### config.mk
export PLATFORM = sky130hd
export DESIGN_NAME = cscr_ctrl
export DESIGN_NICKNAME = d
export VERILOG_FILES = /design/src/hw/rtl/cscr_pkg.sv /design/src/hw/rtl/cscr_ctrl.sv
export SDC_FILE = /design/constraint.sdc
export NUM_CORES = 1
export LEC_CHECK = 0
export ABC_AREA = 0
export BUFFER_PORTS_ARGS = -buffer_cell sky130_fd_sc_hd__buf_2
export CORE_UTILIZATION = 50
export CTS_CLUSTER_SIZE = 30
export DETAILED_ROUTE_END_ITERATION = 7
export HOLD_SLACK_MARGIN = 0.15
export PLACE_DENSITY = 0.84
export SYNTH_ARGS = -nofsm -noshare
export SYNTH_HDL_FRONTEND = slang
export SYNTH_SLANG_ARGS = --single-unit
### constraint.sdc
create_clock -name clk -period 2.69 [get_ports clk]
set_clock_uncertainty 0.15 [all_clocks]
set_input_delay 0.269 -clock clk [delete_from_list [all_inputs] [get_ports clk]]
set_output_delay 0.269 -clock clk [all_outputs]
set_load 0.01 [all_outputs]
### src/hw/rtl/cscr_pkg.sv
`timescale 1ns / 1ps

package cscr_pkg;

  localparam int CSCR_MAX_SEGMENTS = 1024;

  localparam logic [30:0] RADIUS_RESET      = 31'd65536;
  localparam logic [20:0] FRICTION_RESET    = 21'd32768;
  localparam logic [20:0] RESTITUTION_RESET = 21'd32768;
  localparam logic [30:0] MASS_RESET        = 31'd65536;
  localparam logic [30:0] TIME_STEP_RESET   = 31'd1092;

  localparam logic [2:0] REG_RADIUS      = 3'd0;
  localparam logic [2:0] REG_FRICTION    = 3'd1;
  localparam logic [2:0] REG_RESTITUTION = 3'd2;
  localparam logic [2:0] REG_MASS        = 3'd3;
  localparam logic [2:0] REG_TIME_STEP   = 3'd4;

  localparam logic KIND_BODY    = 1'b0;
  localparam logic KIND_SEGMENT = 1'b1;

  typedef enum logic [6:0] {
    OP_BBOX, OP_L2A, OP_L2B, OP_L2C, OP_ZCHK,
    OP_DOTA, OP_DOTB, OP_DOTC, OP_PCHK, OP_PSET,
    OP_CPA, OP_CPB, OP_CPC, OP_EY,
    OP_E2A, OP_E2B, OP_E2C, OP_E2D,
    OP_VA, OP_VB, OP_VC, OP_VD, OP_VE,
    OP_RATIO, OP_RSET, OP_IA, OP_IB, OP_IC,
    OP_SLEN, OP_SLSET, OP_UXD, OP_UXSET, OP_UYD, OP_UYSET,
    OP_SPA, OP_SPB, OP_SPC,
    OP_PARA, OP_PARB, OP_PARC, OP_PERY,
    OP_LPA, OP_LPB, OP_LPC, OP_LPSET,
    OP_LQA, OP_LQB, OP_LQC, OP_LQSET,
    OP_FRA, OP_FRB, OP_FCHK,
    OP_FXA, OP_FXB, OP_FXSET, OP_FYSET,
    OP_RA, OP_RB, OP_RC, OP_RD,
    OP_ELA, OP_ELB, OP_ELC, OP_ELSET, OP_ECHK,
    OP_PXA, OP_PXB, OP_PXSET, OP_PYA, OP_PYB, OP_PYSET,
    OP_END
  } op_t;

  typedef enum logic [1:0] {
    IT_DIV  = 2'd0,
    IT_FRAC = 2'd1,
    IT_SQRT = 2'd2
  } iter_mode_t;

  typedef struct packed {
    op_t  op;
    logic run;
    logic load_body;
    logic load_seg;
  } cmd_t;

  typedef struct packed {
    logic cond;
    logic started;
    logic done;
    logic last;
    logic out_full;
  } status_t;

  typedef struct packed {
    logic        start;
    iter_mode_t  mode;
    logic [63:0] num;
    logic [63:0] den;
  } iter_req_t;

endpackage

### src/hw/rtl/cscr_ctrl.sv
`timescale 1ns / 1ps

module cscr_ctrl
  import cscr_pkg::*;
(
  input  logic    clk,
  input  logic    rst,
  input  logic    s_tvalid,
  output logic    s_tready,
  input  logic    s_tuser,
  input  status_t st,
  output cmd_t    cmd
);

  typedef enum logic [2:0] {
    S_IDLE = 3'b001,
    S_RUN  = 3'b010,
    S_WAIT = 3'b100
  } state_t;

  state_t state, state_next;
  op_t    op, op_next;
  logic   accept;

  always_comb begin
    s_tready      = (state == S_IDLE);
    accept        = s_tready && s_tvalid;
    cmd.op        = op;
    cmd.run       = (state == S_RUN);
    cmd.load_body = accept && (s_tuser == KIND_BODY);
    cmd.load_seg  = accept && (s_tuser == KIND_SEGMENT);
  end

  always_comb begin
    state_next = state;
    op_next    = op;
    unique case (state)
      S_IDLE: begin
        if (cmd.load_seg) begin
          state_next = S_RUN;
          op_next    = OP_BBOX;
        end
      end
      S_RUN: begin
        if (st.started) begin
          state_next = S_WAIT;
        end else begin
          unique case (op)
            OP_BBOX, OP_ZCHK, OP_E2D, OP_VE, OP_ECHK:
              op_next = st.cond ? OP_END : op_t'(op + 1'b1);
            OP_PCHK: op_next = OP_CPA;
            OP_FCHK: op_next = st.cond ? OP_RA : op_t'(op + 1'b1);
            OP_END: begin
              if (!(st.last && st.out_full)) state_next = S_IDLE;
            end
            default: op_next = op_t'(op + 1'b1);
          endcase
        end
      end
      S_WAIT: begin
        if (st.done) begin
          state_next = S_RUN;
          op_next    = op_t'(op + 1'b1);
        end
      end
      default: state_next = S_IDLE;
    endcase
  end

  always_ff @(posedge clk) begin
    if (rst) begin
      state <= S_IDLE;
      op    <= OP_BBOX;
    end else begin
      state <= state_next;
      op    <= op_next;
    end
  end

endmodule

* After elaboration in Yosys (flattened, before gate mapping)
Index checks and enable logic that the tools add are counted.
Operators by class: $add $sub $neg 1, equality and inequality tests 16, mux-type cells 13, bitwise gates (word level) 1, reductions and logical operators 9
Operators by type and width (count):
- $mux 7 | 5
- $pmux 7 s4 | 1
- $pmux 7 s3 | 1
- $mux 3 | 5
- $eq 7x5->1 const B | 2
- $eq 7x7->1 const B | 2
- $pmux 3 s3 | 1
- $add 7x1->7 const B | 1
- $eq 7x3->1 const B | 1
- $eq 7x4->1 const B | 1
- $eq 7x6->1 const B | 1
- $logic_not 7->1 | 1
- $ne 2x2->1 const B | 3
- $reduce_and 5->1 | 1
- $reduce_or 5->1 | 1
- $logic_and 1x1->1 | 4
- $reduce_and 4->1 | 1
- $eq 3x1->1 const B | 1
- $eq 3x2->1 const B | 1
- $eq 3x3->1 const B | 1
- $ne 3x2->1 const B | 1
- $ne 3x3->1 const B | 1
- $reduce_bool 3->1 | 1
- $ne 2x1->1 const B | 1
- $not 1->1 | 1
Storage, ports and cells: register bits 10, output and inout port bits 11, word-level logic and storage cells 42

* Longest topological paths before layout
Gate-level depths: netlist of the first run.
depth in word-level cells 5, mapped depth 7

* Worst setup path after synthesis of the first run
Ideal clock, no wire load.
path kind flip-flop to flip-flop, start register op[0], end register op[6], setup time 0.079 ns, arrival time 1.750 ns, required time 2.461 ns, setup slack 0.710 ns, cell stages (with the launch flop) 8, buffers on the path 0, clock period less this slack 1.980 ns, cells stage by stage dfxtp_1 > inv_1 > ha_1 > or4b_1 > o32ai_2 > and3_1 > o21ai_2 > a211oi_2
Between the ends: longest elaborated chain between the ends 5
RTL lines:
- start, declared | RTL line cscr_ctrl.sv:22 | op_t op, op_next;
- start signal, assigned | RTL line cscr_ctrl.sv:76 | op <= op_next;
- $add 7x1->7, or another cell as far along
- $mux 7, or another cell as far along | RTL line cscr_ctrl.sv:52 | OP_FCHK: op_next = st.cond ? OP_RA : op_t'(op + 1'b1);
- $pmux 7 s4 | RTL line cscr_ctrl.sv:48 | unique case (op)
- $mux 7 | RTL line cscr_ctrl.sv:45 | if (st.started) begin
- $pmux 7 s3 | RTL line cscr_ctrl.sv:37 | unique case (state)
Parallel ways exist; a longest one is shown, timed or not. The select of a mux whose other input is x is not followed. A chain may end at the register's enable or synchronous reset.

* Worst setup path in the final report of the first run
start register op[0], end register op[4]
The elaborated chain is that of the path after synthesis.

==> results of run 1 <==
## kinds of logic after synthesis
group	Yosys count	share of synthesized area [%]
XOR/XNOR	1	1.00
flip-flops	10	22.9
adder cells (fa/ha/maj)	4	5.72
AO/OA/AOI/OAI	31	32.3
AND/OR/NAND/NOR	45	29.0
buffers and inverters	13	7.87
multiplexers	1	1.14
## per-layer routing
layer / GRT usage (%) / routed length (um) / vias to the layer above
met2: 37.0 / 941 / 47
met4: 3.75 / 11 / 0
met5: 0 / 0 / -
li1: - / - / 427
met1: 34.7 / 937 / 416
met3: 8.75 / 197 / 2
## placed cells by master, fill, tap and decap left out, types with 2 or more instances in the layout
master,count
buf_2,19
or4b_1,2
nand4b_1,3
a211o_1,2
inv_1,7
and3_1,3
ha_1,4
a211oi_1,3
a21oi_1,5
nor2_1,9
o21ai_0,2
nand2b_1,2
dfxtp_1,10
clkbuf_4,3
nand3_1,4
nand2_1,11
a31oi_1,3
nor3_1,4
## worst paths after layout
kind / startpoint / endpoint / cells past startpoint
setup reg to reg: op[0] / op[4] / 7
hold reg to reg: op[6] / op[6] / 2
setup / recovery: op[0] / op[4] / 7
hold / removal: rst / op[1] / 2
## cells in the mapped netlist
| master | n | area, um2 |
|---|---|---|
| nor3b_1 | 1 | 7.51 |
| a211oi_4 | 1 | 20.0 |
| and2_1 | 1 | 6.26 |
| ha_1 | 4 | 50.1 |
| xor2_1 | 1 | 8.76 |
| o32ai_2 | 1 | 16.3 |
| nand2b_1 | 2 | 12.5 |
| a211oi_2 | 1 | 12.5 |
| nand4bb_1 | 1 | 11.3 |
| buf_6 | 2 | 22.5 |
| a21oi_2 | 1 | 8.76 |
| nand2_1 | 11 | 41.3 |
| or3b_4 | 1 | 11.3 |
| a41oi_2 | 1 | 16.3 |
| clkbuf_1 | 2 | 7.51 |
| nor4b_1 | 1 | 8.76 |
| a31oi_1 | 3 | 18.8 |
| or3b_1 | 1 | 8.76 |
| a41oi_1 | 1 | 8.76 |
| buf_2 | 1 | 5.00 |
| buf_4 | 1 | 7.51 |
| nor2_1 | 9 | 33.8 |
| o21bai_1 | 1 | 7.51 |
| a211oi_1 | 3 | 22.5 |
| o31ai_1 | 1 | 7.51 |
| nor3_1 | 4 | 20.0 |
| o311a_4 | 1 | 21.3 |
| o21ai_2 | 1 | 8.76 |
| nand4b_1 | 3 | 26.3 |
| a211o_1 | 2 | 17.5 |
| nand3_1 | 4 | 20.0 |
| dfxtp_1 | 10 | 200 |
| mux2i_1 | 1 | 10.0 |
| inv_1 | 7 | 26.3 |
| or4b_1 | 2 | 20.0 |
| a221oi_2 | 1 | 15.0 |
| o21a_1 | 1 | 7.51 |
| o31ai_2 | 1 | 12.5 |
| o2bb2ai_1 | 1 | 8.76 |
| and3_1 | 3 | 18.8 |
| a21oi_1 | 5 | 25.0 |
| nand3b_1 | 1 | 7.51 |
| o311ai_1 | 1 | 8.76 |
| a2111oi_0 | 1 | 8.76 |
| o21ai_0 | 2 | 10.0 |
## per-stage QoR
stage | total power (W) | util, %
after global placement | 0.000492 | 60.1
final | 0.000609 | 61.5
after CTS | 0.000609 | 61.5
after floorplan | 0.000439 | -
after detailed placement | 0.000505 | 60.1
after global routing | 0.000656 | 61.5
## area by class of cell
cell class	count	area share, %
Sequential cell	10	20.6
Clock buffer	3	2.32
Timing Repair Buffer	19	9.81
Inverter	7	2.71
Multi-Input combinational cell	82	62.5
Tap cell	16	2.06
## where the power goes
| part | total (W) | internal, W | switching (W) | leakage (nW) |
|---|---|---|---|---|
| clock | 0.000102 | 0.0000516 | 0.0000501 | 0.0138 |
| sequential | 0.000207 | 0.000168 | 0.0000385 | 0.0815 |
| combinational | 0.000300 | 0.000129 | 0.000172 | 0.295 |
| total | 0.000609 | 0.000349 | 0.000260 | 0.390 |
## sequential cells by signal, summed over array words and instances, names as in the netlist
register,cells
op,7
state,3
## critical path, delay by kind of cell (launching register included)
family / cells / cell delay [ns]
multiplexers: 1 / 0.21
adder cells (fa/ha/maj): 1 / 0.22
buffers and inverters: 1 / 0.13
flip-flops: 1 / 0.43
AO/OA/AOI/OAI: 3 / 0.85
AND/OR/NAND/NOR: 1 / 0.21
==> flow_metrics.tcl, run 1 <==
set metrics [dict create \
    min_path_type "in2reg" \
    synth.distinct_cells 45 \
    cpPeakStageDelay_ns 0.55 \
    max_cap_viol_count 0 \
    max_freq_mhz 439 \
    die_area_um2 1920 \
    placed_area_um2 947 \
    outcome "complete, but fails checks" \
    clk-insertion-delay-late_ns 0.27 \
    yosysWarnings 0 \
    portBuffers 19 \
    place_hpwl_mm 1.57 \
    violations "DRC" \
    num_io_pins 20 \
    numCtsBuffers 3 \
    postCtsHoldBufs 0 \
    num-fill-cells 132 \
    worst_pin_slew_ns 0.565 \
    ff2ff_setup_slack_ns 0.41 \
    clk_path_buf_depth 2 \
    fin_area_um2 970 \
    grt_remaining_overflow 0 \
    drt_first_pass_iters 7 \
    synth_seq_cells 10 \
    ctsResizeCount 0 \
    hold_viol_final 0 \
    place.gp.congestion 0.852 \
    cp_max_fo 6 \
    required_ns 2.72 \
    crit_type "reg2reg" \
    area.growth.synth_to_final_pct 10.9 \
    finalSetupViolCount 0 \
    cts_setup_buffers 0 \
    track_usage_pct 24.7 \
    power_leakage_nw 0.390 \
    wl_per_cell_um 15.2 \
    root_buffer "clkbuf_4" \
    critPathSlowestCell "o311ai_1" \
    num_vias 892 \
    cts_tree "yes" \
    powerDensity_nw_per_um2 628 \
    drv_slew 0 \
    drtAntennaViolNets 0 \
    core_area_um2 1580 \
    pre_cts_slack_ns 0.508 \
    fin_setup_tns_ns 0 \
    htree_levels 1 \
    antenna_cells 0 \
    nNetsFinal 136 \
    vdd_ir_drop_max_mv 0.432 \
    fin_crit_ns 2.28 \
    synth.avg_cell_area_um2 8.33 \
    fp-row-count 14 \
    drtIter0Drc 64 \
    postSynthCellCount 105 \
    numClockSinks 10 \
    via_per_inst 6.51 \
    routed_wl_mm 2.09 \
    dieHeight_um 43.8 \
    crit_path_end_kind "register" \
    cts.clk_slew.worst_paths_ns 0.07 \
    relSlewSlack_pct 61.3 \
    path_cells "inv_1 -> ha_1 -> mux2i_1 -> o32ai_2 -> o311ai_1 -> a21oi_1 -> nor3_1" \
    dpl.cell_count 134 \
    seqCellArea_um2 200 \
    multi_input_area_um2 606 \
    grt_max_degree 13 \
    remaining_drc_errors 2 \
    syn_area_um2 875 \
    fp.dieW_um 43.8 \
    synth.yosys.seq_area_share_pct 22.9 \
    drive_gt1_share_pct 26.4 \
    cp_data_arrival_time_ns 2.31 \
    first_global_vias 755 \
    rsz0062_at_grt "no" \
    antenna_found_initial 0 \
    hold_slack_ns 0.185 \
    synthesis.nets 118 \
    cp-start-kind "register" \
    finalCritPeriodShare_pct 84.7 \
    grt_first_pass_wirelength_mm 3.44 \
    initial_core_util_pct 55.5 \
    setup_slack_ns 0.412 \
    final_cells 137 \
]
Power figures use the tool's default switching activity.
==> run 2, diff against run 1 <==
==> constraint.sdc (replaced) <==
create_clock -name clk -period 2.15 [get_ports clk]
set_clock_uncertainty 0.15 [all_clocks]
set_input_delay 0.215 -clock clk [delete_from_list [all_inputs] [get_ports clk]]
set_output_delay 0.215 -clock clk [all_outputs]
set_load 0.01 [all_outputs]
==> flow_metrics.tcl, run 2 (synthesis gave the netlist of run 1 again) <==
set metrics [dict create \
    min_path_type "in2reg" \
    numCtsBuffers 3 \
    vdd_ir_drop_max_mv 0.529 \
    path_cells "ha_1 -> nand4b_1 -> nor3_2 -> buf_4 -> a211oi_4 -> o21ai_2 -> a211oi_2" \
    fp-row-count 14 \
    root_buffer "clkbuf_4" \
    track_usage_pct 28.2 \
    first_global_vias 809 \
    initial_core_util_pct 55.5 \
    final_common_cell "buf_2" \
    clk_path_buf_depth 2 \
    fin_setup_tns_ns 0 \
    cpPeakStageDelay_ns 0.44 \
    relSlewSlack_pct 70.0 \
    drtAntennaViolNets 0 \
    placed_area_um2 977 \
    routed_wl_mm 2.49 \
    fin_crit_ns 2.08 \
    wl_per_cell_um 17.4 \
    drtIter0Drc 58 \
    final_cell_mix "buf_2, nand2_1, nor2_1" \
    drv_slew 0 \
    area.growth.synth_to_final_pct 22.5 \
    cts.clk_slew.worst_paths_ns 0.07 \
    busiest_layer "met2" \
    antenna_found_initial 0 \
    max_freq_mhz 482 \
    drt_first_pass_iters 6 \
    crit_type "reg2reg" \
    crit_buf_inv 1 \
    dieHeight_um 43.8 \
    num_vias 960 \
    cp-start-kind "register" \
    finalCritPeriodShare_pct 96.5 \
    fp.dieW_um 43.8 \
    r2r_cells 7 \
    numClockSinks 10 \
    cp_data_arrival_time_ns 2.09 \
    grt_util_met2_pct 42.4 \
    whs_path_depth 4 \
    clk-insertion-delay-late_ns 0.27 \
    required_ns 2.17 \
    place_hpwl_mm 1.64 \
    finalSetupViolCount 0 \
    path_depth 7 \
    antenna_cells 0 \
    power_leakage_nw 0.429 \
    cp_max_fo 8 \
    violations "DRC" \
    htree_levels 1 \
    remaining_drc_errors 2 \
    fin_area_um2 1070 \
    grt_max_degree 11 \
    nNetsFinal 142 \
    drive_gt1_share_pct 39.4 \
    critPathSlowestCell "a211oi_4" \
    top_regs "op x7, state x3" \
    grt_remaining_overflow 0 \
    die_area_um2 1920 \
    path_delay_family "compound AO/OA/AOI/OAI gates" \
    gr-usage-met3_pct 8.75 \
    via_per_inst 6.71 \
    rsz0062_at_grt "no" \
    portBuffers 19 \
    worst_pin_slew_ns 0.449 \
    max_cap_viol_count 0 \
    powerDensity_nw_per_um2 764 \
    largest_reg_flops 7 \
    cts_tree "yes" \
    place.gp.congestion 0.902 \
    use_met1_pct 37.0 \
    core_area_um2 1580 \
    crit_path_end_kind "register" \
    regMostFlops "op" \
    hold_viol_final 0 \
    num_io_pins 20 \
    outcome "complete, but fails checks" \
    grt_first_pass_wirelength_mm 3.86 \
    total_power_w 0.000818 \
]
run 2: changes by cell type in the layout (fill, tap and decap cells not counted), moves of 2 or more:
cell / previous run / this run
nor2_2: 0 / 2
nor2_1: 9 / 7
dfxtp_1: 10 / 6
buf_4: 0 / 5
dfxtp_2: 0 / 4
inv_2: 0 / 2
inv_1: 7 / 5
run 2: tightest hold or removal path: cells and delay by family:
kind | cells | cell delay [ns]
simple gates | 2 | 0.09
buf+inv | 1 | 0.09
compound gates | 1 | 0.13
run 2: per-stage QoR:
| stage | setup WS, ns | hold slack (ns) | cells | util, % |
|---|---|---|---|---|
| after floorplan | 0.170 | 0.286 | 105 | - |
| final | 0.0747 | 0.161 | 143 | 67.9 |
| after CTS | 0.000997 | 0.152 | 142 | 64.4 |
| after global placement | 0.100 | 0.365 | 138 | 62.0 |
| after global routing | 0.0170 | 0.186 | 143 | 67.9 |
| after detailed placement | 0.0435 | 0.398 | 138 | 62.0 |
run 2: where the power goes:
part / switching [W] / leakage [nW] / internal (W)
Sequential: 0.0000538 / 0.0825 / 0.000214
Combinational: 0.000236 / 0.333 / 0.000185
Clock: 0.0000654 / 0.0138 / 0.0000647
Total: 0.000355 / 0.429 / 0.000464
run 2: final cells by class:
type                            count  area [um2]
Clock buffer                        3        22.5
Fill cell                         119         505
Inverter                            7        26.3
Multi-Input combinational cell     82         654
Sequential cell                    10         205
Tap cell                           16        20.0
Timing Repair Buffer               25         143
run 2: timing repair:
action / CTS / global route
hold endpoints to repair: 6 / 0
setup buffers: 0 / 1
pin swaps: 0 / 5
gates cloned: 0 / 0
gates resized for setup: 1 / 15
endpoints found under the setup margin: 1 / 8
hold buffers: 1 / 0
run 2: path summary, 6_finish.rpt:
| check | from | to | slack, ns |
|---|---|---|---|
| setup / recovery | op[0] | op[6] | 0.07 |
| hold / removal | st[2] | state[2] | 0.16 |
| setup reg to reg | op[0] | op[6] | 0.07 |
| hold reg to reg | op[1] | op[1] | 0.38 |
run 2: layer usage:
layer	part of all wire, %	up-vias	routed length [um]
met1	39	430	983
met2	43	71	1080
met3	13	17	316
li1	-	442	-
met5	0	-	0
met4	4.5	0	112
